File: src/hw/rtl/assert_macros.svh
// assertion helpers
`ifndef ASSERT_MACROS_SVH
`define ASSERT_MACROS_SVH
`define ASSERT_IMPL(lbl, clk, rst_n, prop, msg) \
  lbl: assert property (@(posedge clk) disable iff (!rst_n) (prop)) else $error(msg);
`define ASSERT_NEVER(lbl, clk, rst_n, prop, msg) \
  lbl: assert property (@(posedge clk) disable iff (!rst_n) !(prop)) else $error(msg);
`endif

File: src/hw/rtl/avtm_pkg.sv
package avtm_pkg;
  localparam int unsigned PtrBits = 8;
  localparam int unsigned HandleBits = 16;
  localparam int unsigned StampBits = 31;
  localparam logic [63:0] NsPerMs = 64'd1000000;

  typedef enum logic [1:0] {
    FUNC_AUDIO = 2'd0,
    FUNC_VIDEO = 2'd1,
    FUNC_TAKE  = 2'd2,
    FUNC_NONE  = 2'd3
  } func_e;

  typedef enum logic [2:0] {
    ST_QUEUED   = 3'd0,
    ST_FULL     = 3'd1,
    ST_NOT_RUN  = 3'd2,
    ST_EMITTED  = 3'd3,
    ST_NOTHING  = 3'd4
  } status_e;

  typedef enum logic [1:0] {
    REG_RUNNING = 2'd0,
    REG_START   = 2'd1,
    REG_NUMER   = 2'd2,
    REG_DENOM   = 2'd3
  } reg_e;

  typedef enum logic [2:0] {
    S_IDLE,
    S_MUL,
    S_MUL2,
    S_DIV,
    S_WRITE,
    S_READ,
    S_PICK
  } state_e;

  typedef struct packed {
    logic        start;
    logic [63:0] dividend;
    logic [63:0] divisor;
  } div_req_t;

  typedef struct packed {
    logic        done;
    logic [63:0] quot;
  } div_rsp_t;
endpackage

File: src/hw/rtl/avtm_div.sv
module avtm_div (
  input  logic                clk_i,
  input  logic                rst_ni,
  input  avtm_pkg::div_req_t  req_i,
  output avtm_pkg::div_rsp_t  rsp_o
);
  logic [63:0] rem_q, rem_d, quo_q, quo_d, dvs_q, dvs_d;
  logic        neg_q, neg_d, busy_q, busy_d, done_q, done_d;
  logic [6:0]  cnt_q, cnt_d;
  logic [64:0] trial;
  logic [63:0] shifted;

  always_comb begin
    rem_d = rem_q;
    quo_d = quo_q;
    dvs_d = dvs_q;
    neg_d = neg_q;
    busy_d = busy_q;
    cnt_d = cnt_q;
    done_d = 1'b0;
    shifted = {rem_q[62:0], quo_q[63]};
    trial = {1'b0, shifted} - {1'b0, dvs_q};
    if (req_i.start) begin
      neg_d = req_i.dividend[63];
      quo_d = req_i.dividend[63] ? (64'd0 - req_i.dividend) : req_i.dividend;
      rem_d = '0;
      dvs_d = req_i.divisor;
      cnt_d = 7'd0;
      busy_d = 1'b1;
    end else if (busy_q) begin
      if (!trial[64]) begin
        rem_d = trial[63:0];
      end else begin
        rem_d = shifted;
      end
      quo_d = {quo_q[62:0], ~trial[64]};
      cnt_d = cnt_q + 7'd1;
      if (cnt_q == 7'd63) begin
        busy_d = 1'b0;
        done_d = 1'b1;
      end
    end
  end

  always_ff @(posedge clk_i or negedge rst_ni) begin
    if (!rst_ni) begin
      busy_q <= 1'b0;
      done_q <= 1'b0;
      cnt_q <= '0;
    end else begin
      busy_q <= busy_d;
      done_q <= done_d;
      cnt_q <= cnt_d;
    end
  end

  always_ff @(posedge clk_i) begin
    rem_q <= rem_d;
    quo_q <= quo_d;
    dvs_q <= dvs_d;
    neg_q <= neg_d;
  end

  assign rsp_o.done = done_q;
  assign rsp_o.quot = neg_q ? (64'd0 - quo_q) : quo_q;
endmodule

File: config.mk
export PLATFORM = sky130hd
export DESIGN_NAME = avtm_div
export DESIGN_NICKNAME = d
export VERILOG_FILES = /design/src/hw/rtl/assert_macros.svh /design/src/hw/rtl/avtm_pkg.sv /design/src/hw/rtl/avtm_div.sv
export SDC_FILE = /design/constraint.sdc
export NUM_CORES = 1
export LEC_CHECK = 0
export ABC_AREA = 0
export CELL_PAD_IN_SITES_DETAIL_PLACEMENT = 0
export CELL_PAD_IN_SITES_GLOBAL_PLACEMENT = 1
export CORE_ASPECT_RATIO = 1.2
export CORE_MARGIN = 3
export CORE_UTILIZATION = 53
export DETAILED_ROUTE_END_ITERATION = 12
export DONT_BUFFER_PORTS = 1
export PLACE_DENSITY = 0.95
export SLEW_MARGIN = 40
export SYNTH_ARGS = -nofsm -noshare
export SYNTH_HDL_FRONTEND = slang
export SYNTH_SLANG_ARGS = --single-unit
File: constraint.sdc
create_clock -name clk_i -period 11.2 [get_ports clk_i]
set_input_delay 3.36 -clock clk_i [delete_from_list [all_inputs] [get_ports clk_i]]
set_output_delay 3.36 -clock clk_i [all_outputs]
set_load 0.01 [all_outputs]
==> flow_summary_export.csv, run 1 <==
group,metric,value,unit
timing,fin_crit,7880,ps
worst_setup_path,r2r_setup_slack,6990,ps
clock_tree,cts.reportedPaths.clkPinSlew,60,ps
clock_tree,htree_levels,1,
power_and_ir_drop,power,1.90,mW
clock_tree,cts_made_buffers,22,
routing,vias,11778,
worst_setup_path,critPathLaunchType,"flip-flop",
place,placed_area,14300,um^2
yosys,synthFlopType,"edfxtp_1",
global_routing,grt_start_max_net_pins,227,
yosys,seq_area_frac_synth,0.380,
final_layout,design_area,15000,um^2
timing,finalSetupTns,0,ps
clock_tree,cts_root_buf,"clkbuf_16",
timing,hold_viol_final,0,
clock_tree,clk_path_buf_depth,3,
final_layout,drive_above_1_share,0.0484,
worst_setup_path,worstPathArrival,4520,ps
place,gp_congestion,0.960,
final_layout,antennaDiodeCount,0,
final_layout,final_nets,1775,
clock_tree,cts-resized-gates,0,
worst_setup_path,crit_top_cell,"nand3_1",
power_and_ir_drop,ir_drop,0.127,mV
worst_setup_path,crit_chain,"or4_1, nor4_2, nand4_1, or2_1, nor2_1, nand3_1, nor4_1, nand3_1, o41ai_1, xnor2_1",
yosys,synth_edf_count,129,
yosys,synth_seq_cells,201,
routing,drt-total-wl,36400,um
yosys,async_flop_share,0.0448,
floorplanning,pin_count,196,
timing,slew_viol_final,0,
timing,tightest_slew,850,ps
routing,antenna_left,0,
global_routing,antenna_found_initial,0,
worst_hold_path,min_path_type,"flip-flop to flip-flop",
power_and_ir_drop,power_density,126,nW/um^2
global_routing,global_route.overflow_total,0,
timing,clock_skew,19.9,ps
timing,maxClockFrequency,0.127,GHz
clock_tree,ctsHoldBuffers,0,
floorplanning,dieArea,28600,um^2
final_layout,layout_commonest_cell,"a21oi_1",
global_routing,grt_pass1_vias,11420,
floorplanning,core_region_area,25900,um^2
timing,period_share,0.703,
clock_tree,cts_setup_buffers,0,
routing,drc,0,
routing,drt_pass1_iterations,5,
worst_setup_path,cp_max_fo,6,
global_routing,grtUsageTotal,0.245,
worst_setup_path,end_kind,"output pin",
worst_setup_path,slowest_delay,620,ps
clock_tree,cts_tree,"done",
final_layout,area_growth,6.62,%
worst_setup_path,crit_type,"flip-flop to output pin",
floorplanning,fp.dieH,185,um
yosys,synthDistinctLibCells,66,
yosys,synth.net_count,1820,
yosys,yosys_warnings,0,
outcome,status,"finished, final reports clean",
power_and_ir_drop,leakage,5.73,nW
timing,slew_headroom,0.429,
final_layout,final_cell_mix,"a21oi_1 (176), nor2_1 (169), nand2_1 (144)",
worst_setup_path,worst-path-buf-inv,0,
floorplanning,die_w,155,um
place,hpwl,26600,um
floorplanning,rows,64,
place,io_buffers,0,
worst_setup_path,path_delay_family,"simple AND/OR/NAND/NOR gates",
timing,setup_viol,0,
worst_setup_path,crit_path_top_delay_cell,"or4_1",
job,drv_cap,0,
clock_tree,clkLatencyLatePin,510,ps
yosys,syn_avg_cell_area,8.69,um^2
routing,wl_per_cell,18.9,um
routing,vias_per_cell,6.13,
timing,rsz0062_at_grt,"false",
global_routing,grt_pass1_wl,57900,um
floorplanning,start_util,0.545,
yosys,syn_inst,1621,
worst_setup_path,cp.required,7840,ps
clock_tree,cts_sinks,201,
yosys,netlist_area,14100,um^2
routing,drtIter0Drc,970,
==> tightest hold or removal path, stage by stage (launching register included) <==
cell and delay, ps:
dfxtp_1 330, nand2_1 60, nand2_1 40
==> registers in the layout (all words and copies together) (netlist names) <==
signal	flops
busy_q	1
quo_q	64
done_q	1
rem_q	63
cnt_q	7
dvs_q	64
neg_q	1
==> area by class of cell <==
class | instances | area, um^2
clock buffer | 31 | 626
clock inverter | 9 | 105
fill | 2370 | 10800
inverter | 87 | 327
multi-input combinational | 1256 | 8130
sequential | 201 | 5360
tap | 330 | 413
timing repair buffer | 8 | 63.8
==> cell usage after synthesis (all sizes together), types with 30 or more instances <==
cell type  number  area [um^2]
a21oi         176          881
clkbuf         70          263
o21ai         108          541
edfxtp        129         3870
nand4          31          209
xor2           83          727
xnor2         104          911
nand2         144          541
o31ai          41          322
a211oi         30          225
inv            87          327
dfxtp          63         1260
nor2          170          638
ha             67          838
==> cell families after synthesis <==
| family | Yosys count | synth area share |
|---|---|---|
| adders and majority gates | 68 | 0.0609 |
| xor gates and xnor gates | 187 | 0.116 |
| AOI/OAI and AO/OA | 479 | 0.210 |
| buffers and inverters | 164 | 0.0442 |
| muxes | 25 | 0.0186 |
| DFF | 201 | 0.380 |
| and+or+nand+nor | 497 | 0.169 |
==> power by group <==
group | switching [mW] | total [mW] | internal (mW)
combinational | 0.167 | 0.270 | 0.102
clock | 0.296 | 0.732 | 0.436
sequential | 0.0472 | 0.896 | 0.849
==> metrics by stage <==
stage               setup WS (ps)   util  instances  hold WS, ps
global route                 3070  0.581       1922          502
floorplan                    4710      -       1621          439
finish                       3320  0.581       1922          479
CTS                          3300  0.581       1922          479
global placement             4020  0.552       1882          453
detailed placement           3870  0.552       1882          469
==> layer usage <==
layer | share of wire | up-vias | GRT usage
li1 | - | 5780 | -
met5 | 0 | - | 0
met3 | 0.070 | 70 | 0.0425
met1 | 0.42 | 5540 | 0.310
met2 | 0.48 | 388 | 0.431
met4 | 0.025 | 0 | 0.0661
==> worst paths after layout <==
path | start | end | cells past startpoint
max | quo_q[6]$_DFFE_PP_ | rsp_o[63] | 10
min | rem_q[11]$_SDFFE_PP0P_ | rem_q[11]$_SDFFE_PP0P_ | 2
max reg2reg | quo_q[63]$_DFFE_PP_ | rem_q[14]$_SDFFE_PP0P_ | 15
min reg2reg | rem_q[11]$_SDFFE_PP0P_ | rem_q[11]$_SDFFE_PP0P_ | 2
max in group asynchronous | rst_ni | busy_q$_DFF_PN0_ | 0
min in group asynchronous | rst_ni | cnt_q[3]$_DFFE_PN0P_ | 0
Note: power is estimated with default switching activity, not from simulation.
==> run 2, diff against run 1 <==
--- a/config.mk
+++ b/config.mk
@@ -5,15 +5,15 @@
 export SDC_FILE = /design/constraint.sdc
 export NUM_CORES = 1
 export LEC_CHECK = 0
-export ABC_AREA = 0
+export ABC_AREA = 1
 export CELL_PAD_IN_SITES_DETAIL_PLACEMENT = 0
 export CELL_PAD_IN_SITES_GLOBAL_PLACEMENT = 1
 export CORE_ASPECT_RATIO = 1.2
 export CORE_MARGIN = 3
-export CORE_UTILIZATION = 53
+export CORE_UTILIZATION = 41
 export DETAILED_ROUTE_END_ITERATION = 12
 export DONT_BUFFER_PORTS = 1
-export PLACE_DENSITY = 0.95
+export PLACE_DENSITY = 0.87
 export SLEW_MARGIN = 40
 export SYNTH_ARGS = -nofsm -noshare
 export SYNTH_HDL_FRONTEND = slang
==> constraint.sdc (replaced) <==
create_clock -name clk_i -period 6.4 [get_ports clk_i]
set_input_delay 1.92 -clock clk_i [delete_from_list [all_inputs] [get_ports clk_i]]
set_output_delay 1.92 -clock clk_i [all_outputs]
set_load 0.01 [all_outputs]
==> run 2 against run 1 <==
  * Non-clock buffer count did not move
  * Setup slack got worse by 1900 ps
  * Synthesized cell count rose by 89%
  * Combinational power rose by 130%
  * Hold slack got worse by 16 ps
==> flow_summary_export.csv, run 2 <==
group,metric,value,unit
routing,drc,0,
yosys,synth_top_area_frac,0.218,
final_layout,fin_util,0.448,
timing,tightest_slew,849,ps
clock_tree,cts.reportedPaths.clkPinSlew,60,ps
routing,drt-total-wl,65500,um
power_and_ir_drop,power,3.55,mW
final_layout,final_nets,3226,
routing,vias_per_cell,5.09,
outcome,status,"finished, final reports clean",
final_layout,antennaDiodeCount,0,
yosys,async_flop_share,0.0448,
final_layout,fillers,4837,
worst_setup_path,cp.required,4480,ps
final_layout,stdcell_count,3647,
yosys,seq_area_frac_synth,0.290,
routing,drt_pass1_iterations,5,
clock_tree,cts_tree,"done",
worst_setup_path,crit_type,"flip-flop to output pin",
clock_tree,cts-resized-gates,0,
clock_tree,cts_root_buf,"clkbuf_16",
floorplanning,dieArea,47700,um^2
clock_tree,clk_path_buf_depth,3,
clock_tree,ctsHoldBuffers,0,
clock_tree,cts_made_buffers,24,
final_layout,top_regs,"dvs_q (64), quo_q (64), rem_q (63)",
yosys,syn_inst,3057,
worst_setup_path,crit_chain,"inv_1, ha_1, nand3_1, nor2_1, nand2_1, nor2_1, nand3_1, nor2_1, a31oi_1, o21ai_0, nand2_1",
global_routing,grt_pass1_wl,99700,um
routing,highest_layer,"met5",
timing,slew_viol_final,0,
yosys,yosys_warnings,0,
power_and_ir_drop,power_density,179,nW/um^2
worst_setup_path,crit_path_top_delay_cell,"edfxtp_1",
routing,wl_met2,32500,um
global_routing,global_route.overflow_total,0,
place,hpwl,52400,um
yosys,synth.most_common_cell,"nand2_1",
yosys,synth_commonest_cells,"nand2_1 (1072), inv_1 (591), nor2_1 (296)",
yosys,synth-adder-area-share,0.0464,
global_routing,antenna_found_initial,2,
yosys,synthXorXnorAreaFrac,0.0545,
floorplanning,fp.dieH,239,um
worst_setup_path,slowest_delay,490,ps
yosys,yosys-top-cells-area,"nand2_1 (22%), edfxtp_1 (21%), inv_1 (12%), dfxtp_1 (6.8%), nand3_1 (6.7%)",
yosys,synthFlopType,"edfxtp_1",
worst_setup_path,end_kind,"output pin",
routing,wl_per_cell,18.0,um
timing,rsz0062_at_grt,"false",
yosys,synth_compound_area_frac,0.0576,
worst_setup_path,path_delay_family,"simple AND/OR/NAND/NOR gates",
place,gp_congestion,0.949,
floorplanning,die_w,200,um
worst_setup_path,worstPathArrival,3070,ps
clock_tree,htree_levels,1,
timing,setup_viol,0,
final_layout,drive_above_1_share,0.0299,
place,dp_cells,3603,
yosys,synth_edf_count,129,
yosys,yosys.area_share.simple,0.413,
final_layout,layout_commonest_cell,"nand2_1",
worst_setup_path,crit_top_cell,"nor2_1",
worst_setup_path,worst-path-buf-inv,1,
global_routing,grtUsageTotal,0.269,
power_and_ir_drop,leakage,10.2,nW
worst_setup_path,critPathLaunchType,"flip-flop",
yosys,synthDistinctLibCells,47,
place,io_buffers,0,
clock_tree,cts_setup_buffers,0,
global_routing,grt_pass1_vias,17917,
timing,slew_headroom,0.434,
routing,antenna_left,0,
timing,fin_crit,4990,ps
clock_tree,clkLatencyLatePin,550,ps
timing,finalSetupTns,0,ps
timing,clock_skew,18.3,ps
routing,met1_length,25400,um
yosys,netlist_area,18500,um^2
final_layout,final_cell_mix,"nand2_1 (1072), inv_1 (590), nor2_1 (294)",
floorplanning,pin_count,196,
global_routing,grt_start_max_net_pins,142,
routing,met3WireLength,4370,um
yosys,synthMuxAreaShare,0,
clock_tree,cts_sinks,201,
routing,drtIter0Drc,1143,
power_and_ir_drop,ir_drop,0.135,mV
floorplanning,start_util,0.418,
final_layout,area_growth,7.19,%
yosys,synth.largest_area_cell,"nand2_1",
routing,vias,18552,
timing,hold_viol_final,0,
worst_setup_path,cp_max_fo,5,
job,drv_cap,0,
yosys,synth.net_count,3256,
worst_hold_path,min_path_type,"flip-flop to flip-flop",
timing,period_share,0.779,
timing,maxClockFrequency,0.201,GHz
floorplanning,rows,84,
yosys,syn_avg_cell_area,6.05,um^2
floorplanning,core_region_area,44200,um^2
yosys,synth_top_family_by_area,"simple AND/OR/NAND/NOR gates",
timing,whs,463,ps
yosys,synth_seq_cells,201,
[run 2: metrics by stage]
step | area, um^2 | setup WS (ps)
global route | 19800 | 1080
finish | 19800 | 1410
global placement | 19000 | 1970
detailed placement | 19000 | 2020
floorplan | 18500 | 1600
CTS | 19800 | 1400
[run 2: cells by family (layout without fill, tap and decap cells)]
| logic type | after synthesis | in the layout |
|---|---|---|
| and+or+nand+nor | 1807 | 1807 |
| buffers and inverters | 665 | 653 |
| AOI/OAI and AO/OA | 201 | 201 |
| DFF | 201 | 201 |
| xor gates and xnor gates | 115 | 115 |
| adders and majority gates | 68 | 68 |
[run 2: worst reg2reg max path: stages, from the launching register on]
cell and delay [ps]:
edfxtp_1 340, inv_1 150, ha_1 280, fa_1 410, inv_1 110, nand3_1 70, nand2_1 150, nand2_1 70
nand2_1 150, nand2_1 90, nand2_2 110, nand2_1 80, nand2_2 130, nand2_8 310, nand2_8 540, nand3_1 240
nand3_1 110, nand2_1 70
[run 2: path summary, 6_finish.rpt]
path / start / endpoint / slack (ps) / cells after the start
max in group asynchronous: rst_ni / busy_q$_DFF_PN0_ / 5260 / 0
setup reg to reg: quo_q[63]$_DFFE_PP_ / rem_q[43]$_SDFFE_PP0P_ / 2880 / 17
min in group asynchronous: rst_ni / cnt_q[0]$_DFFE_PN0P_ / 1070 / 0
hold / removal: cnt_q[6]$_DFFE_PN0P_ / done_q$_DFF_PN0_ / 460 / 1
hold reg to reg: cnt_q[6]$_DFFE_PN0P_ / done_q$_DFF_PN0_ / 460 / 1
setup / recovery: quo_q[0]$_DFFE_PP_ / rsp_o[46] / 1410 / 11
[run 2: per-layer routing]
layer | global-route usage | up-vias
li1 | - | 9414
met1 | 0.301 | 8434
met2 | 0.491 | 566
met3 | 0.0550 | 134
met4 | 0.114 | 4
met5 | 0 | -
[run 2: layout make-up]
type / count / area (um^2) / area share
Sequential cell: 201 / 5360 / 0.270
Timing Repair Buffer: 8 / 60.1 / 0.00303
Clock buffer: 30 / 676 / 0.0341
Clock inverter: 14 / 115 / 0.00581
Multi-Input combinational cell: 2191 / 10600 / 0.535
Tap cell: 602 / 753 / 0.0380
Inverter: 601 / 2260 / 0.114
[run 2: power breakdown]
group	switching [mW]	total [mW]	internal, mW	leakage (nW)
Clock	0.599	1.40	0.796	0.391
Combinational	0.443	0.617	0.174	7.83
Sequential	0.0624	1.54	1.48	1.96
Total	1.10	3.55	2.45	10.2
